==> src/rtl/dns_response_a_record_parser_core_defines.svh <==
// assertion helpers shared by the core and output-buffer rtl files
`ifndef DNS_RESPONSE_A_RECORD_PARSER_CORE_DEFINES_SVH
`define DNS_RESPONSE_A_RECORD_PARSER_CORE_DEFINES_SVH

`ifndef NO_ASSERTIONS
// same-cycle implication, checked outside reset
`define DNSP_ASSERT_NOW(label, clk, rst_n, ante, cons) \
  label: assert property (@(posedge clk) disable iff (!rst_n) (ante) |-> (cons)) \
    else $error("dnsp assertion failed");
// next-cycle implication, checked outside reset
`define DNSP_ASSERT_NEXT(label, clk, rst_n, ante, cons) \
  label: assert property (@(posedge clk) disable iff (!rst_n) (ante) |=> (cons)) \
    else $error("dnsp assertion failed");
`else
`define DNSP_ASSERT_NOW(label, clk, rst_n, ante, cons)
`define DNSP_ASSERT_NEXT(label, clk, rst_n, ante, cons)
`endif

`endif

==> src/rtl/dnsp_pkg.sv <==
package dnsp_pkg;

  localparam int MAX_MESSAGE_BYTES = 16384;
  localparam int POS_W = $clog2(MAX_MESSAGE_BYTES + 1);

  localparam logic [15:0] FLAGS_STD_RESPONSE = 16'h8180;
  localparam logic [15:0] TYPE_A = 16'h0001;

  typedef struct packed {
    logic [7:0] msg_byte;
    logic       last_byte;
  } in_word_t;

  typedef struct packed {
    logic        found;
    logic [31:0] address;
    logic        id_match;
    logic        header_ok;
    logic        has_answers;
  } out_word_t;

endpackage

==> src/rtl/dns_response_a_record_parser_core.sv <==
// channel  | signals                           | word
// ---------+-----------------------------------+-----------------------------------
// in       | in_valid, in_ready, in_data       | msg_byte, last_byte
// out      | out_valid, out_ready, out_data    | found, address, id/header/answer flags
// cfg      | cfg_valid, cfg_ready, cfg_data    | expected_id (16 bits)
//
// one input word per cycle while in_ready is high; the result word for a message is
// registered into the output buffer when the word carrying last_byte is taken
// rst_n is synchronous, active low; it clears the parse state and expected_id
// the output side is a two-entry buffer, so in_ready drops only when both
// entries hold results that have not been taken
// cfg_ready is always high; write expected_id only while no message is in flight

`include "dns_response_a_record_parser_core_defines.svh"

module dns_response_a_record_parser_core (
  input  logic                clk,
  input  logic                rst_n,
  input  logic                in_valid,
  output logic                in_ready,
  input  dnsp_pkg::in_word_t  in_data,
  output logic                out_valid,
  input  logic                out_ready,
  output dnsp_pkg::out_word_t out_data,
  input  logic                cfg_valid,
  output logic                cfg_ready,
  input  logic [15:0]         cfg_data
);

  logic [15:0]         exp_id_r;
  logic                in_fire;
  logic                res_valid;
  dnsp_pkg::out_word_t res_word;
  logic                space_ok;

  // configuration register, always writable
  assign cfg_ready = 1'b1;

  always_ff @(posedge clk) begin
    if (!rst_n) begin
      exp_id_r <= 16'd0;
    end else if (cfg_valid) begin
      exp_id_r <= cfg_data;
    end
  end

  assign in_ready = space_ok;
  assign in_fire  = in_valid && in_ready;

  // per-byte parser: state registers plus one step of next-state logic
  dnsp_parse u_parse (
    .clk         (clk),
    .rst_n       (rst_n),
    .byte_fire   (in_fire),
    .byte_word   (in_data),
    .expected_id (exp_id_r),
    .res_valid   (res_valid),
    .res_word    (res_word)
  );

  // result register with a skid entry behind it
  dnsp_out_buf u_out_buf (
    .clk       (clk),
    .rst_n     (rst_n),
    .res_valid (res_valid),
    .res_word  (res_word),
    .space_ok  (space_ok),
    .out_valid (out_valid),
    .out_ready (out_ready),
    .out_data  (out_data)
  );

  // a written identifier is what the parser compares against
  `DNSP_ASSERT_NEXT(a_cfg_taken, clk, rst_n, cfg_valid, exp_id_r == $past(cfg_data))
  // a result only follows a taken final byte
  `DNSP_ASSERT_NOW(a_result_from_last, clk, rst_n, res_valid, in_fire && in_data.last_byte)
  // input stalls only while a result is waiting on out
  `DNSP_ASSERT_NOW(a_stall_means_full, clk, rst_n, !in_ready, out_valid)

endmodule

==> src/rtl/dnsp_parse.sv <==
module dnsp_parse (
  input  logic               clk,
  input  logic               rst_n,
  input  logic               byte_fire,
  input  dnsp_pkg::in_word_t byte_word,
  input  logic [15:0]        expected_id,
  output logic               res_valid,
  output dnsp_pkg::out_word_t res_word
);

  typedef enum logic [2:0] {
    PH_HEADER,
    PH_QLEN,
    PH_QLABEL,
    PH_QTAIL,
    PH_ANSHDR,
    PH_ASKIP,
    PH_ADDR,
    PH_DONE
  } phase_t;

  localparam int POS_W = dnsp_pkg::POS_W;
  localparam logic [POS_W-1:0] POS_MAX = POS_W'(dnsp_pkg::MAX_MESSAGE_BYTES);

  phase_t           phase_r, phase_nxt;
  logic [POS_W-1:0] pos_r, pos_nxt;
  logic [15:0]      skip_r, skip_nxt;
  logic [7:0]       hold_r, hold_nxt;
  logic [31:0]      addr_r, addr_nxt;
  logic             fl_id_r, fl_id_nxt;
  logic             fl_hdr_r, fl_hdr_nxt;
  logic             fl_ans_r, fl_ans_nxt;
  logic             fl_type_r, fl_type_nxt;
  logic [15:0]      word;
  logic [7:0]       b;

  assign b    = byte_word.msg_byte;
  assign word = {hold_r, b};

  always_comb begin
    phase_nxt   = phase_r;
    pos_nxt     = pos_r;
    skip_nxt    = skip_r;
    hold_nxt    = hold_r;
    addr_nxt    = addr_r;
    fl_id_nxt   = fl_id_r;
    fl_hdr_nxt  = fl_hdr_r;
    fl_ans_nxt  = fl_ans_r;
    fl_type_nxt = fl_type_r;
    if (pos_r < POS_MAX) begin
      pos_nxt = pos_r + POS_W'(1);
      case (phase_r)
        PH_HEADER: begin
          if (pos_r inside {POS_W'(0), POS_W'(2), POS_W'(6)}) begin
            hold_nxt = b;
          end
          if (pos_r == POS_W'(1)) fl_id_nxt = (word == expected_id);
          if (pos_r == POS_W'(3)) fl_hdr_nxt = (word == dnsp_pkg::FLAGS_STD_RESPONSE);
          if (pos_r == POS_W'(7)) fl_ans_nxt = (word != 16'd0);
          if (pos_r == POS_W'(11)) phase_nxt = PH_QLEN;
        end
        PH_QLEN: begin
          if (b == 8'd0) begin
            phase_nxt = PH_QTAIL;
            skip_nxt  = 16'd4;
          end else begin
            phase_nxt = PH_QLABEL;
            skip_nxt  = {8'd0, b};
          end
        end
        PH_QLABEL, PH_QTAIL, PH_ASKIP: begin
          skip_nxt = skip_r - 16'd1;
          if (skip_nxt == 16'd0) begin
            phase_nxt = (phase_r == PH_QLABEL) ? PH_QLEN : PH_ANSHDR;
          end
        end
        PH_ANSHDR: begin
          // offset within the answer header: name, type, class, ttl, rdlength
          if (skip_r inside {16'd2, 16'd10}) hold_nxt = b;
          if (skip_r == 16'd3) fl_type_nxt = (word == dnsp_pkg::TYPE_A);
          if (skip_r >= 16'd11) begin
            if (fl_type_r) begin
              phase_nxt = PH_ADDR;
              skip_nxt  = 16'd0;
              addr_nxt  = 32'd0;
            end else if (word == 16'd0) begin
              skip_nxt = 16'd0;
            end else begin
              phase_nxt = PH_ASKIP;
              skip_nxt  = word;
            end
          end else begin
            skip_nxt = skip_r + 16'd1;
          end
        end
        PH_ADDR: begin
          addr_nxt = {addr_r[23:0], b};
          skip_nxt = skip_r + 16'd1;
          if (skip_nxt >= 16'd4) phase_nxt = PH_DONE;
        end
        default: begin
        end
      endcase
    end
  end

  // result is formed from the post-byte state on the final byte
  always_comb begin
    res_valid            = byte_fire && byte_word.last_byte;
    res_word.found       = (phase_nxt == PH_DONE);
    res_word.address     = (phase_nxt == PH_DONE) ? addr_nxt : 32'd0;
    res_word.id_match    = fl_id_nxt;
    res_word.header_ok   = fl_hdr_nxt;
    res_word.has_answers = fl_ans_nxt;
  end

  always_ff @(posedge clk) begin
    if (!rst_n || (byte_fire && byte_word.last_byte)) begin
      phase_r   <= PH_HEADER;
      pos_r     <= '0;
      skip_r    <= '0;
      hold_r    <= '0;
      addr_r    <= '0;
      fl_id_r   <= 1'b0;
      fl_hdr_r  <= 1'b0;
      fl_ans_r  <= 1'b0;
      fl_type_r <= 1'b0;
    end else if (byte_fire) begin
      phase_r   <= phase_nxt;
      pos_r     <= pos_nxt;
      skip_r    <= skip_nxt;
      hold_r    <= hold_nxt;
      addr_r    <= addr_nxt;
      fl_id_r   <= fl_id_nxt;
      fl_hdr_r  <= fl_hdr_nxt;
      fl_ans_r  <= fl_ans_nxt;
      fl_type_r <= fl_type_nxt;
    end
  end

endmodule

==> src/rtl/dnsp_out_buf.sv <==
`include "dns_response_a_record_parser_core_defines.svh"

module dnsp_out_buf (
  input  logic                clk,
  input  logic                rst_n,
  input  logic                res_valid,
  input  dnsp_pkg::out_word_t res_word,
  output logic                space_ok,
  output logic                out_valid,
  input  logic                out_ready,
  output dnsp_pkg::out_word_t out_data
);

  dnsp_pkg::out_word_t main_r, skid_r;
  logic                main_valid_r, skid_valid_r;
  logic                pop;

  assign pop       = main_valid_r && out_ready;
  assign space_ok  = !skid_valid_r;
  assign out_valid = main_valid_r;
  assign out_data  = main_r;

  always_ff @(posedge clk) begin
    if (!rst_n) begin
      main_valid_r <= 1'b0;
      skid_valid_r <= 1'b0;
    end else if (pop) begin
      if (skid_valid_r) begin
        main_r       <= skid_r;
        skid_valid_r <= 1'b0;
        if (res_valid) begin
          skid_r       <= res_word;
          skid_valid_r <= 1'b1;
        end
      end else begin
        main_valid_r <= res_valid;
        main_r       <= res_word;
      end
    end else if (res_valid) begin
      if (!main_valid_r) begin
        main_r       <= res_word;
        main_valid_r <= 1'b1;
      end else begin
        skid_r       <= res_word;
        skid_valid_r <= 1'b1;
      end
    end
  end

  `DNSP_ASSERT_NOW(a_skid_behind_main, clk, rst_n, skid_valid_r, main_valid_r)
  `DNSP_ASSERT_NOW(a_no_push_when_full, clk, rst_n, res_valid, !skid_valid_r || pop)
  `DNSP_ASSERT_NOW(a_addr_zero_unfound, clk, rst_n, main_valid_r && !main_r.found,
                   main_r.address == 32'd0)
  `DNSP_ASSERT_NEXT(a_result_lands, clk, rst_n, res_valid, main_valid_r)

endmodule
==> config.mk <==
export PLATFORM = sky130hd
export DESIGN_NAME = dns_response_a_record_parser_core
export DESIGN_NICKNAME = d
export VERILOG_FILES = /design/src/rtl/dnsp_pkg.sv /design/src/rtl/dns_response_a_record_parser_core.sv /design/src/rtl/dnsp_parse.sv /design/src/rtl/dnsp_out_buf.sv
export VERILOG_INCLUDE_DIRS = /design/src /design/src/rtl
export SDC_FILE = /design/constraint.sdc
export NUM_CORES = 1
export LEC_CHECK = 0
export ABC_CLOCK_PERIOD_IN_PS = 4059
export BUFFER_PORTS_ARGS = -buffer_cell sky130_fd_sc_hd__buf_2
export CORE_MARGIN = 3
export CORE_UTILIZATION = 35
export CTS_BUF_LIST = sky130_fd_sc_hd__clkbuf_2 sky130_fd_sc_hd__clkbuf_4 sky130_fd_sc_hd__clkbuf_8
export DETAILED_ROUTE_END_ITERATION = 8
export GPL_TIMING_DRIVEN = 0
export PLACE_DENSITY_LB_ADDON = 0.25
export SYNTH_ARGS = -nofsm -noshare
export SYNTH_HDL_FRONTEND = slang
export SYNTH_SLANG_ARGS = --single-unit
==> constraint.sdc <==
create_clock -name clk -period 4.06 [get_ports clk]
set_input_delay 0.812 -clock clk [delete_from_list [all_inputs] [get_ports clk]]
set_output_delay 0.812 -clock clk [all_outputs]
set_load 0.01 [all_outputs]
==> flow_results.xml <==
<?xml version="1.0" encoding="UTF-8"?>
<metrics>
  <group name="status">
    <metric name="run_status" unit="">completed</metric>
  </group>
  <group name="grt">
    <metric name="globalRoute.totalOverflow" unit="">0</metric>
    <metric name="first_global_vias" unit="">6896</metric>
    <metric name="grt_start_max_net_pins" unit="">37</metric>
    <metric name="grt_antenna_before_repair" unit="">0</metric>
    <metric name="grt_use_total" unit="">0.176</metric>
    <metric name="grt_pass1_wl" unit="mm">37.1</metric>
  </group>
  <group name="setup_path">
    <metric name="crit-reg2reg-capture" unit="">u_out_buf.out_data[8]$_DFFE_PP_</metric>
    <metric name="crit_type" unit="">flip-flop to flip-flop</metric>
    <metric name="setup.worst_path.end_class" unit="">flip-flop</metric>
    <metric name="peak_fanout_along_the_critical_path" unit="">10</metric>
    <metric name="crit_required" unit="ns">4.28</metric>
    <metric name="setup.worst_path.start_class" unit="">flip-flop</metric>
    <metric name="timing.reg2reg.setup_slack" unit="ns">0.27</metric>
    <metric name="reg2regPathDepth" unit="">12</metric>
    <metric name="crit-reg2reg-launch" unit="">u_parse.skip_r[1]$_SDFFE_PP0P_</metric>
    <metric name="arrival" unit="ns">4.01</metric>
  </group>
  <group name="detailed_routing">
    <metric name="wl_per_cell" unit="um">17.1</metric>
    <metric name="detailroute.wirelength.met2" unit="mm">10.4</metric>
    <metric name="dr.max_layer_used" unit="">met4</metric>
    <metric name="drt-vias-per-instance" unit="">5.38</metric>
    <metric name="first_iter_violations" unit="">500</metric>
    <metric name="detailroute.via_count" unit="">7169</metric>
    <metric name="route.final.wire_length" unit="mm">22.8</metric>
    <metric name="dr.pass1.iters" unit="">6</metric>
    <metric name="met1_wire_length" unit="mm">10.5</metric>
    <metric name="drc" unit="">0</metric>
    <metric name="wl_met3" unit="mm">1.34</metric>
    <metric name="ant_nets" unit="">0</metric>
  </group>
  <group name="sta">
    <metric name="grt_setup_unrepaired" unit="">no</metric>
    <metric name="finalSetupViolCount" unit="">0</metric>
    <metric name="relSlewSlack" unit="">0.254</metric>
    <metric name="worst_pin_slew" unit="ns">1.11</metric>
    <metric name="report.final.slew_viol_count" unit="">0</metric>
    <metric name="worst_clk_skew" unit="ns">0.0238</metric>
    <metric name="hold_worst_slack" unit="ns">0.477</metric>
    <metric name="clock.fmax" unit="GHz">0.264</metric>
    <metric name="setup-tns-final" unit="ns">0</metric>
    <metric name="finalHoldViolCount" unit="">0</metric>
    <metric name="fin_crit" unit="ns">3.79</metric>
    <metric name="final_period_util" unit="">0.933</metric>
  </group>
  <group name="final_layout">
    <metric name="final_layout_size_suffix_gt1_frac" unit="">0.154</metric>
    <metric name="postLayoutCellArea" unit="um^2">9690</metric>
    <metric name="area.growth.synth_to_final" unit="%">14.2</metric>
    <metric name="antennaDiodeCount" unit="">0</metric>
    <metric name="layout.core_utilization" unit="">0.409</metric>
    <metric name="final_common_cell" unit="">nor2_1</metric>
    <metric name="most-common-layout-cells" unit="">138 x nor2_1, 96 x dfxtp_1, 85 x nand2_1</metric>
    <metric name="finish.net_count" unit="">1039</metric>
  </group>
  <group name="synthesis">
    <metric name="post_synth_and_or_nand_nor_area_fraction" unit="">0.200</metric>
    <metric name="netlist_top_cells_area" unit="">edfxtp_1 25%, dfxtp_1 23%, nor2_1 6.1%</metric>
    <metric name="netlist_instances" unit="">916</metric>
    <metric name="syn_area_per_cell" unit="um^2">9.27</metric>
    <metric name="synth_cell_type_count" unit="">70</metric>
    <metric name="synth.ff_latch_count" unit="">168</metric>
    <metric name="netlist_area" unit="um^2">8490</metric>
    <metric name="post_synth_mux_area_share" unit="">0.0311</metric>
    <metric name="synth_top_flop_cell" unit="">dfxtp_1</metric>
    <metric name="synthesis.nets" unit="">954</metric>
    <metric name="async_flop_share" unit="">0</metric>
    <metric name="synth_xor_area_frac" unit="">0.0464</metric>
    <metric name="sequential_area_share_after_synthesis" unit="">0.481</metric>
    <metric name="synth_top_family_by_area" unit="">simple AND/OR/NAND/NOR gates</metric>
    <metric name="netlist.top_cell.by_area" unit="">edfxtp_1</metric>
    <metric name="synth_compound_area_frac" unit="">0.184</metric>
    <metric name="synth_top_area_frac" unit="">0.255</metric>
    <metric name="post_synth_fa_ha_maj_area_fraction" unit="">0.0118</metric>
    <metric name="yosys_warnings" unit="">0</metric>
    <metric name="synth-edff-count" unit="">72</metric>
  </group>
  <group name="power_and_ir_drop">
    <metric name="power_density" unit="nW/um^2">359</metric>
    <metric name="max_ir_drop_vdd" unit="mV">0.319</metric>
    <metric name="power.internal" unit="mW">2.46</metric>
    <metric name="power.clock.fraction" unit="">0.367</metric>
    <metric name="leak_pwr" unit="nW">3.51</metric>
    <metric name="power.switching_fraction" unit="">0.293</metric>
    <metric name="combPwrFrac" unit="">0.104</metric>
    <metric name="finalPower" unit="mW">3.48</metric>
    <metric name="share_seq_of_total_power" unit="">0.529</metric>
    <metric name="switchingPower" unit="mW">1.02</metric>
  </group>
  <group name="placed_design">
    <metric name="place_hpwl" unit="mm">16.4</metric>
    <metric name="finalWeightedCongestion" unit="">0.921</metric>
    <metric name="placement.cell_area" unit="um^2">9260</metric>
    <metric name="place.port_buffers" unit="">65</metric>
  </group>
  <group name="floorplan">
    <metric name="placeableCoreArea" unit="um^2">23700</metric>
    <metric name="design.die.area" unit="um^2">26200</metric>
    <metric name="die_h" unit="um">162</metric>
    <metric name="rows" unit="">56</metric>
    <metric name="die_width" unit="um">162</metric>
    <metric name="io_pins" unit="">69</metric>
    <metric name="initial_utilization" unit="">0.359</metric>
  </group>
  <group name="cts">
    <metric name="cts_tree" unit="">done</metric>
    <metric name="cts_repair_resize_count" unit="">0</metric>
    <metric name="cts.clk_slew.worst_paths" unit="ns">0.10</metric>
    <metric name="postCtsHoldBufs" unit="">0</metric>
    <metric name="cts.path.max_buffers" unit="">2</metric>
    <metric name="clk_root_buffer_cell" unit="">clkbuf_8</metric>
    <metric name="clk_lat_worst_skew" unit="ns">0.48</metric>
    <metric name="cts.htree.levels" unit="">4</metric>
    <metric name="post_cts_setup_buffer_count" unit="">0</metric>
    <metric name="clock_sink_count" unit="">168</metric>
    <metric name="cts_made_buffers" unit="">17</metric>
  </group>
  <group name="hold_path">
    <metric name="hold-path-endpoint" unit="">u_parse.fl_ans_r$_SDFFE_PP0P_</metric>
    <metric name="hold_path.startpoint" unit="">u_parse.fl_ans_r$_SDFFE_PP0P_</metric>
    <metric name="hp-class" unit="">flip-flop to flip-flop</metric>
    <metric name="worstHoldPathCells" unit="">2</metric>
  </group>
  <group name="run">
    <metric name="cap_viol_max_count" unit="">0</metric>
  </group>
</metrics>
synth_stat cells (all sizes together), types with 3 or more instances:
cell       n
mux2i     23
xnor2     17
or2        4
xor2      28
buf       22
inv       15
o211ai     3
clkbuf    49
ha         8
o21ai     52
dfxtp     96
and3       7
nand4     12
nor3      27
nand2     85
mux2       3
o31a       3
or4        5
and2       4
nor4      18
o41ai      3
edfxtp    72
a211oi    38
o31ai      4
o22ai      4
a22oi     33
a21oi     43
or3        5
a31oi      9
nand3     23
a221oi     4
nor2     139
a2bb2oi    3
nor2b     24
per-layer routing:
layer  track usage  up-vias
met4        0.0570        0
li1              -     3482
met2         0.274      245
met5             0        -
met3        0.0406       43
met1         0.243     3399
power groups by stage:
stage	logic, mW	clock network (mW)	registers, mW
finish	0.361	1.28	1.84
global route	0.401	1.37	1.85
CTS	0.360	1.31	1.84
detailed placement	0.358	0	1.88
global placement	0.353	0	1.88
floorplan	0.241	0	1.88
worst max-delay path, stage by stage, from the launching register on:
cell and delay, ns:
dfxtp_1 0.39, clkbuf_1 0.25, inv_1 0.18, ha_1 0.26, nor3b_2 0.58, nand3_1 0.22, xnor2_1 0.20, nor4_2 0.47
and2_4 0.25, o22ai_4 0.09, o21ai_4 0.34, buf_6 0.23, o21ai_2 0.08
flip-flops by register name, summed over array words and instances (netlist names):
register	count
u_parse.fl_type_r	1
u_out_buf.out_data	36
u_out_buf.skid_valid_r	1
u_parse.fl_ans_r	1
u_parse.fl_hdr_r	1
u_parse.fl_id_r	1
u_parse.hold_r	8
u_parse.pos_r	15
u_out_buf.out_valid	1
u_out_buf.skid_r	36
u_parse.skip_r	16
exp_id_r	16
u_parse.addr_r	32
u_parse.phase_r	3
kinds of logic (layout without fill, tap and decap cells):
kind of cell    after synthesis  count (layout)
compound gates              222             222
fa+ha+maj                     8               8
mux                          26              26
buf+inv                      86             184
other cells                   1               1
simple gates                360             360
xor+xnor                     45              45
flops                       168             168
how the worst max path moves through the flow:
| stage | from | endpoint | depth (start not counted) |
|---|---|---|---|
| 6_report | u_parse.skip_r[1]$_SDFFE_PP0P_ | u_out_buf.out_data[8]$_DFFE_PP_ | 12 |
| 5_1_grt | u_parse.skip_r[1]$_SDFFE_PP0P_ | u_out_buf.out_data[11]$_DFFE_PP_ | 12 |
| 4_1_cts | u_parse.skip_r[1]$_SDFFE_PP0P_ | u_out_buf.out_data[11]$_DFFE_PP_ | 12 |
| 3_5_place_dp | u_parse.skip_r[1]$_SDFFE_PP0P_ | u_out_buf.out_data[11]$_DFFE_PP_ | 12 |
| 3_3_place_gp | in_valid | u_out_buf.skid_r[7]$_DFFE_PP_ | 5 |
| 2_1_floorplan | in_valid | u_out_buf.skid_r[0]$_DFFE_PP_ | 4 |
layout make-up:
class                      instances  area, um^2
fill                            2400       14000
clock buffer                      17         234
tap                              319         399
inverter                          15        56.3
timing repair buffer              66         353
sequential                       168        4080
clock inverter                    15         204
multi-input combinational        662        4040
buffer                            71         329
stage by stage:
stage | instances | setup WS (ns)
2_1_floorplan | 916 | 0.961
3_3_place_gp | 1300 | -0.127
3_5_place_dp | 1301 | 0.374
4_1_cts | 1333 | 0.347
5_1_grt | 1333 | 0.0840
6_report | 1333 | 0.274
Note: power is estimated with default switching activity, not from simulation.
